<file path="src/rtl/pnf_pkg.sv">
package pnf_pkg;

  localparam int FRAME_BYTES_DEF   = 64;
  localparam int PREAMBLE_BITS_DEF = 32;
  localparam int STORE_DEPTH       = 64;
  localparam int STORE_AW          = $clog2(STORE_DEPTH);
  localparam int SYNC_BITS         = 16;
  localparam logic [SYNC_BITS-1:0] SYNC_RESET = 16'h4737;

  typedef enum logic [1:0] {
    PH_LOADING,
    PH_SENDING,
    PH_ENDED
  } phase_t;

  typedef enum logic [1:0] {
    ST_SENT     = 2'd0,
    ST_STORED   = 2'd1,
    ST_REJECTED = 2'd2,
    ST_END      = 2'd3
  } status_t;

  // Where the level of a tick comes from.
  typedef enum logic [1:0] {
    SRC_ZERO,
    SRC_FIXED,
    SRC_BYTE
  } level_src_t;

  typedef struct packed {
    logic       mode;
    logic [7:0] payload_byte;
  } cmd_t;

  typedef struct packed {
    logic    level;
    status_t status;
  } res_t;

  // Decoded request, carried from the control stage to the output stage.
  typedef struct packed {
    status_t    status;
    level_src_t src;
    logic       fixed_bit;
    logic [2:0] bit_sel;
  } req_info_t;

endpackage

</file>
<file path="src/rtl/pnf_store.sv">
module pnf_store
  import pnf_pkg::*;
(
  input  logic                clk,
  input  logic                we,
  input  logic [STORE_AW-1:0] waddr,
  input  logic [7:0]          wdata,
  input  logic                re,
  input  logic [STORE_AW-1:0] raddr,
  output logic [7:0]          rdata
);

  logic [7:0] mem [STORE_DEPTH];

  always_ff @(posedge clk) begin
    if (we) begin
      mem[waddr] <= wdata;
    end
  end

  // Read data holds while re is low.
  always_ff @(posedge clk) begin
    if (re) begin
      rdata <= mem[raddr];
    end
  end

endmodule

</file>
<file path="src/rtl/pnf_ctrl.sv">
module pnf_ctrl
  import pnf_pkg::*;
#(
  parameter int FRAME_BYTES   = FRAME_BYTES_DEF,
  parameter int PREAMBLE_BITS = PREAMBLE_BITS_DEF
) (
  input  logic                clk,
  input  logic                rst,
  input  logic                accept,
  input  cmd_t                cmd,
  input  logic                sync_we,
  input  logic [15:0]         sync_wdata,
  output req_info_t           info,
  output logic                store_we,
  output logic [STORE_AW-1:0] store_waddr,
  output logic [7:0]          store_wdata,
  output logic                store_re,
  output logic [STORE_AW-1:0] store_raddr
);

  localparam int CAP   = (FRAME_BYTES < STORE_DEPTH) ? FRAME_BYTES : STORE_DEPTH;
  localparam int CW    = $clog2(CAP + 1);
  localparam int TOTAL = PREAMBLE_BITS + SYNC_BITS + 8 * FRAME_BYTES + 1;
  localparam int SW    = $clog2(TOTAL + 1);

  localparam logic [SW-1:0] S_PRE   = SW'(PREAMBLE_BITS);
  localparam logic [SW-1:0] S_SYNC  = SW'(SYNC_BITS);
  localparam logic [SW-1:0] S_DATA  = SW'(8 * FRAME_BYTES);
  localparam logic [SW-1:0] S_TOTAL = SW'(TOTAL);
  localparam logic [CW-1:0] C_CAP   = CW'(CAP);
  localparam logic [3:0]    SYNC_MSB = 4'(SYNC_BITS - 1);

  phase_t         phase, phase_next;
  logic [CW-1:0]  loaded_count, loaded_count_next;
  logic [SW-1:0]  symbol_index, symbol_index_next;
  logic [15:0]    sync_word;

  logic [CW-1:0]  lc_eff;
  logic [SW-1:0]  s_eff, d_sync, d_data, byte_idx;
  logic           can_store, can_send;

  // Shared decode of the current request.
  always_comb begin
    lc_eff    = (phase == PH_ENDED) ? '0 : loaded_count;
    s_eff     = (phase == PH_LOADING) ? '0 : symbol_index;
    can_store = (phase != PH_SENDING) && (lc_eff < C_CAP);
    can_send  = (phase != PH_ENDED) && (s_eff < S_TOTAL);
    d_sync    = s_eff - S_PRE;
    d_data    = d_sync - S_SYNC;
    byte_idx  = d_data >> 3;
  end

  // Next state.
  always_comb begin
    phase_next        = phase;
    loaded_count_next = loaded_count;
    symbol_index_next = symbol_index;
    if (accept) begin
      if (!cmd.mode) begin
        if (phase != PH_SENDING) begin
          phase_next        = PH_LOADING;
          loaded_count_next = can_store ? lc_eff + 1'b1 : lc_eff;
        end
      end else if (can_send) begin
        phase_next        = PH_SENDING;
        symbol_index_next = s_eff + 1'b1;
      end else begin
        phase_next = PH_ENDED;
      end
    end
  end

  // Outputs.
  always_comb begin
    info        = '{status: ST_SENT, src: SRC_ZERO, fixed_bit: 1'b0, bit_sel: d_data[2:0]};
    store_we    = 1'b0;
    store_waddr = STORE_AW'(lc_eff);
    store_wdata = cmd.payload_byte;
    store_re    = 1'b0;
    store_raddr = STORE_AW'(byte_idx);
    if (!cmd.mode) begin
      info.status = can_store ? ST_STORED : ST_REJECTED;
      store_we    = accept && can_store;
    end else if (!can_send) begin
      info.status = ST_END;
    end else if (s_eff < S_PRE) begin
      info.src       = SRC_FIXED;
      info.fixed_bit = s_eff[0];
    end else if (d_sync < S_SYNC) begin
      info.src       = SRC_FIXED;
      info.fixed_bit = sync_word[SYNC_MSB - d_sync[3:0]];
    end else if ((d_data < S_DATA) && (byte_idx < SW'(loaded_count))) begin
      info.src = SRC_BYTE;
      store_re = accept;
    end
  end

  always_ff @(posedge clk) begin
    if (rst) begin
      phase        <= PH_LOADING;
      loaded_count <= '0;
      symbol_index <= '0;
      sync_word    <= SYNC_RESET;
    end else begin
      phase        <= phase_next;
      loaded_count <= loaded_count_next;
      symbol_index <= symbol_index_next;
      if (sync_we) begin
        sync_word <= sync_wdata;
      end
    end
  end

  a_count_cap: assert property (@(posedge clk) disable iff (rst)
    loaded_count <= C_CAP)
    else $error("loaded_count above capacity");

  a_no_write_sending: assert property (@(posedge clk) disable iff (rst)
    (phase == PH_SENDING) |-> !store_we)
    else $error("store written while sending");

  a_read_loaded: assert property (@(posedge clk) disable iff (rst)
    store_re |-> (byte_idx < SW'(loaded_count)) && (phase != PH_ENDED))
    else $error("store read beyond loaded bytes");

endmodule

</file>
<file path="src/rtl/preamble_sync_nrz_framer.sv">
// Transmit framer for a 2-FSK NRZ link.
// Request channel (cmd_valid / cmd_stall / cmd): mode 0 appends
// payload_byte to the frame store, mode 1 is a symbol tick that asks for
// the next NRZ level. A frame is the preamble (alternating, starting with
// 0), the sync word MSB first, FRAME_BYTES bytes MSB first (bytes not
// loaded go out as zero) and one idle 0; later ticks report end.
// Result channel (res_valid / res_stall / res): one result per request,
// level plus status (sent, stored, rejected, ended), in request order.
// sync_we / sync_wdata load the sync word; write it only while idle.
// A taken request is registered in the decode stage (with the store read),
// then in the output register. Throughput is one request per cycle unless
// results stall; only ticks on loaded payload bytes read the store.
// A stalled result holds; the decode stage keeps taking requests until
// it is full too, then cmd_stall rises.
// Reset: frame empty, loading phase, sync word 0x4737. The store itself
// is not cleared; only loaded entries are ever read.
module preamble_sync_nrz_framer
  import pnf_pkg::*;
#(
  parameter int FRAME_BYTES   = FRAME_BYTES_DEF,
  parameter int PREAMBLE_BITS = PREAMBLE_BITS_DEF
) (
  input  logic        clk,
  input  logic        rst,
  input  logic        cmd_valid,
  output logic        cmd_stall,
  input  cmd_t        cmd,
  output logic        res_valid,
  input  logic        res_stall,
  output res_t        res,
  input  logic        sync_we,
  input  logic [15:0] sync_wdata
);

  logic                accept;
  req_info_t           info;
  logic                store_we, store_re;
  logic [STORE_AW-1:0] store_waddr, store_raddr;
  logic [7:0]          store_wdata, store_rdata;

  // decode stage
  logic      a_valid;
  req_info_t a_info;
  logic      advance;
  logic      level_next;

  assign advance   = a_valid && (!res_valid || !res_stall);
  assign cmd_stall = a_valid && !advance;
  assign accept    = cmd_valid && !cmd_stall;

  pnf_ctrl #(
    .FRAME_BYTES  (FRAME_BYTES),
    .PREAMBLE_BITS(PREAMBLE_BITS)
  ) u_ctrl (
    .clk        (clk),
    .rst        (rst),
    .accept     (accept),
    .cmd        (cmd),
    .sync_we    (sync_we),
    .sync_wdata (sync_wdata),
    .info       (info),
    .store_we   (store_we),
    .store_waddr(store_waddr),
    .store_wdata(store_wdata),
    .store_re   (store_re),
    .store_raddr(store_raddr)
  );

  pnf_store u_store (
    .clk  (clk),
    .we   (store_we),
    .waddr(store_waddr),
    .wdata(store_wdata),
    .re   (store_re),
    .raddr(store_raddr),
    .rdata(store_rdata)
  );

  always_ff @(posedge clk) begin
    if (rst) begin
      a_valid <= 1'b0;
    end else if (accept) begin
      a_valid <= 1'b1;
    end else if (advance) begin
      a_valid <= 1'b0;
    end
  end

  always_ff @(posedge clk) begin
    if (accept) begin
      a_info <= info;
    end
  end

  // Pick the level; payload bits go MSB first.
  always_comb begin
    case (a_info.src)
      SRC_FIXED: level_next = a_info.fixed_bit;
      SRC_BYTE:  level_next = store_rdata[~a_info.bit_sel];
      default:   level_next = 1'b0;
    endcase
  end

  // Output register: loads whenever it is empty or being drained.
  always_ff @(posedge clk) begin
    if (rst) begin
      res_valid <= 1'b0;
    end else if (!res_valid || !res_stall) begin
      res_valid <= a_valid;
    end
  end

  always_ff @(posedge clk) begin
    if (advance) begin
      res.level  <= level_next;
      res.status <= a_info.status;
    end
  end

  a_hold_decode: assert property (@(posedge clk) disable iff (rst)
    (a_valid && !advance) |=> a_valid && $stable(a_info))
    else $error("decode stage lost a request");

  a_level_zero: assert property (@(posedge clk) disable iff (rst)
    (res_valid && (res.status != ST_SENT)) |-> !res.level)
    else $error("nonzero level on non-symbol result");

  a_stall_full: assert property (@(posedge clk) disable iff (rst)
    cmd_stall |-> a_valid && res_valid && res_stall)
    else $error("request stalled with room in the pipeline");

endmodule

</file>
<file path="config.mk">
export PLATFORM = sky130hd
export DESIGN_NAME = preamble_sync_nrz_framer
export DESIGN_NICKNAME = d
export VERILOG_FILES = /design/src/rtl/pnf_pkg.sv /design/src/rtl/pnf_store.sv /design/src/rtl/pnf_ctrl.sv /design/src/rtl/preamble_sync_nrz_framer.sv
export SDC_FILE = /design/constraint.sdc
export NUM_CORES = 1
export LEC_CHECK = 0
export BUFFER_PORTS_ARGS = -buffer_cell sky130_fd_sc_hd__buf_2
export CAP_MARGIN = 20
export CORE_MARGIN = 4
export CORE_UTILIZATION = 50
export DETAILED_ROUTE_END_ITERATION = 10
export PLACE_DENSITY = 0.7
export SLEW_MARGIN = 20
export SYNTH_ARGS = -nofsm -noshare
export SYNTH_HDL_FRONTEND = slang
export SYNTH_HIERARCHICAL = 1
export SYNTH_SLANG_ARGS = --single-unit
</file>
<file path="constraint.sdc">
create_clock -name clk -period 5.6 [get_ports clk]
set_input_delay 0.84 -clock clk [delete_from_list [all_inputs] [get_ports clk]]
set_output_delay 0.84 -clock clk [all_outputs]
set_load 0.05 [all_outputs]
</file>
==> qor.csv <==
stage,metric,value,unit
cells_and_area,num_antenna_cells,0,
logic_synthesis,yosys.area_share.simple,0.0569,
logic_synthesis,syn_inst,1277,
cts,cts_resized,0,
floorplanning,die_height,223,um
detailed_routing,drc,0,
sta,layout_setup_ws,1230,ps
cts,holdBufCountCts,0,
logic_synthesis,synthTopCellsByArea,"edfxtp_1 69%, mux4_2 12%, dfxtp_1 3.2%",
grt,grt_first_pass_wirelength,76600,um
critical_path,required,5920,ps
sta,min_period,4370,ps
power_and_ir_drop,power_density,326,nW/um^2
place,post-place-cells,1857,
sta,tightestPinTransition,968,ps
cells_and_area,nFillCells,3427,
cells_and_area,nets,1359,
power_and_ir_drop,p_leak,8.06,nW
logic_synthesis,syn_area_per_cell,18.2,um^2
cts,cts_setup_buffers,0,
cts,path_clk_slew,60,ps
grt,grt_pass1_vias,11939,
floorplanning,core,45700,um^2
sta,finalClockSkew,17.8,ps
critical_path,cp-end-kind,flop,
grt,grt_usage,0.203,
floorplanning,initial_core_util,0.508,
detailed_routing,avgViaCountPerCell,6.17,
logic_synthesis,synth_edf_count,531,
logic_synthesis,synthArstFlopShare,0,
detailed_routing,ant_nets,0,
job,maxCapViolCount,0,
cts,clk_latency,620,ps
critical_path,cp.arrival,4690,ps
logic_synthesis,yosys.area_share.adder,0.00808,
cts,cts_buffers,55,
power_and_ir_drop,irDropWorstVdd,0.183,mV
sta,relSlewSlack,0.355,
detailed_routing,drt_first_iter_violations,1491,
min_path,holdCritPathClass,reg2reg,
sta,fmax,229,MHz
logic_synthesis,synth_nets,1322,
grt,gr-total-overflow,0,
floorplanning,rows,78,
logic_synthesis,yosysTopAreaCellShare,0.687,
detailed_routing,totalWireLength,50200,um
sta,worst_hold_slack,422,ps
detailed_routing,drt-pass1-iter-count,6,
place,dp_slack,1270,ps
cts,cts.sinks,568,
logic_synthesis,synth_compound_area_frac,0.0408,
logic_synthesis,synth_xor_xnor_area_share,0.00189,
logic_synthesis,synthMuxAreaShare,0.149,
critical_path,worstPathMaxFanout,17,
grt,antenna_found_initial,0,
place,gp_congestion,0.872,
cts,htreeDepth,2,
sta,min_period_over_period,0.780,
logic_synthesis,syn_area,23200,um^2
min_path,hold_start,a_info[7],
cts,cts-root-buf,clkbuf_16,
sta,slew_viol_final,0,
floorplanning,die_x,223,um
logic_synthesis,seq_area_frac_synth,0.719,
floorplanning,io_pins,35,
sta,rsz0062_at_grt,no,
logic_synthesis,synth-main-ff-cell,edfxtp_1,
sta,setup_viol,0,
logic_synthesis,yosysWarnings,6,
logic_synthesis,synth_top_family_by_area,multiplexers,
logic_synthesis,yosysTopAreaCell,edfxtp_1,
cts,clockBufferDepth,3,
sta,final_hold_viol_count,0,
floorplanning,dieArea,49900,um^2
detailed_routing,vias,12094,
cells_and_area,drive_gt1_frac,0.221,
place,hpwlAfterDp,30900,um
critical_path,start_kind,flop,
logic_synthesis,ys_types,75,
detailed_routing,routedWlPerCell,25.6,um
run_status,outcome,"finished, final reports clean",
place,port_buffers,34,
sta,tns,0,ps
critical_path,startpoint,u_ctrl/phase[1],
critical_path,timing_worst_setup_path_type,reg2reg,
cells_and_area,fin_cells,1959,
logic_synthesis,ys_ff_latch,568,
cells_and_area,syn_to_final_growth,10.5,%
critical_path,r2r_start,u_ctrl/phase[1],
grt,grt_max_degree,65,
cts,cts_tree,done,
==> registers in the layout (all words and copies together) (netlist names) <==
register	flops
a_info	8
a_valid	1
res	3
res_valid	1
u_ctrl/loaded_count	7
u_ctrl/phase	2
u_ctrl/symbol_index	10
u_ctrl/sync_word	16
u_store/mem	512
u_store/rdata	8
==> cells in the final DEF (no fill, tap or decap), types with 16 or more instances in the layout <==
cell type	n
edfxtp_1	531
mux4_2	127
nor2_1	116
clkbuf_16	55
nand2_1	54
mux2i_1	44
dfxtp_1	37
buf_2	32
buf_4	25
nor2b_1	21
a21oi_1	21
o21ai_0	19
nand3_1	17
inv_1	16
==> through the flow <==
step	cell area (um^2)	power, W	utilization
2_1_floorplan	23200	0.00484	-
3_3_place_gp	23900	0.00490	0.523
3_5_place_dp	23900	0.00491	0.524
4_1_cts	25700	0.00845	0.562
5_1_grt	25700	0.00865	0.562
6_report	25700	0.00837	0.562
==> cells by family after synthesis <==
logic type / count (synthesis)
buffers and inverters: 97
muxes: 186
xor gates and xnor gates: 5
DFF: 568
adders and majority gates: 15
AOI/OAI and AO/OA: 127
and+or+nand+nor: 279
==> critical path, stage by stage (launching register included) <==
cell	delay, ps
dfxtp_1	400
or2_2	490
nand2_1	170
ha_1	400
or3b_1	390
a221o_1	370
or3_1	380
nand2_1	80
ha_1	230
nand4_1	100
nor2_1	50
a2111oi_0	360
o211ai_1	180
nor3b_1	270
buf_4	220
==> Yosys cell counts (15+ instances only) <==
cell type / count
buf_4: 25
o21ai_0: 19
nand3_1: 17
mux4_2: 127
nor2b_1: 21
nor2_1: 116
dfxtp_1: 37
edfxtp_1: 531
clkbuf_1: 29
inv_1: 17
mux2i_1: 44
ha_1: 15
mux2_2: 15
a21oi_1: 21
nand2_1: 55
==> metal layers <==
metal	track usage	part of all wire	up-vias
met5	0	0	-
met2	0.316	0.48	548
met1	0.295	0.41	6234
li1	-	-	5214
met4	0.0638	0.029	0
met3	0.0363	0.079	98
==> final cells by class <==
| cell class | instances | area [um^2] | share of cell area |
|---|---|---|---|
| clock inverter | 37 | 307 | 0.0120 |
| tap | 600 | 751 | 0.0293 |
| multi-input combinational | 612 | 6010 | 0.234 |
| sequential | 568 | 16700 | 0.651 |
| clock buffer | 65 | 1420 | 0.0555 |
| inverter | 17 | 65.1 | 0.00254 |
| timing repair buffer | 60 | 408 | 0.0159 |
==> path summary, 6_finish.rpt <==
kind / cells after the start / slack [ps] / to
min reg2reg: 0 / 420 / res[1]
max reg2reg: 14 / 1230 / u_store/rdata[7]
max: 14 / 1230 / u_store/rdata[7]
min: 0 / 420 / res[1]
==> power by group <==
group          switching (W)  internal, W  total (W)
clock                0.00155      0.00201    0.00356
combinational       0.000115    0.0000362   0.000151
sequential         0.0000112      0.00465    0.00466
total                0.00168      0.00669    0.00837
Note: power is estimated with default switching activity, not from simulation.
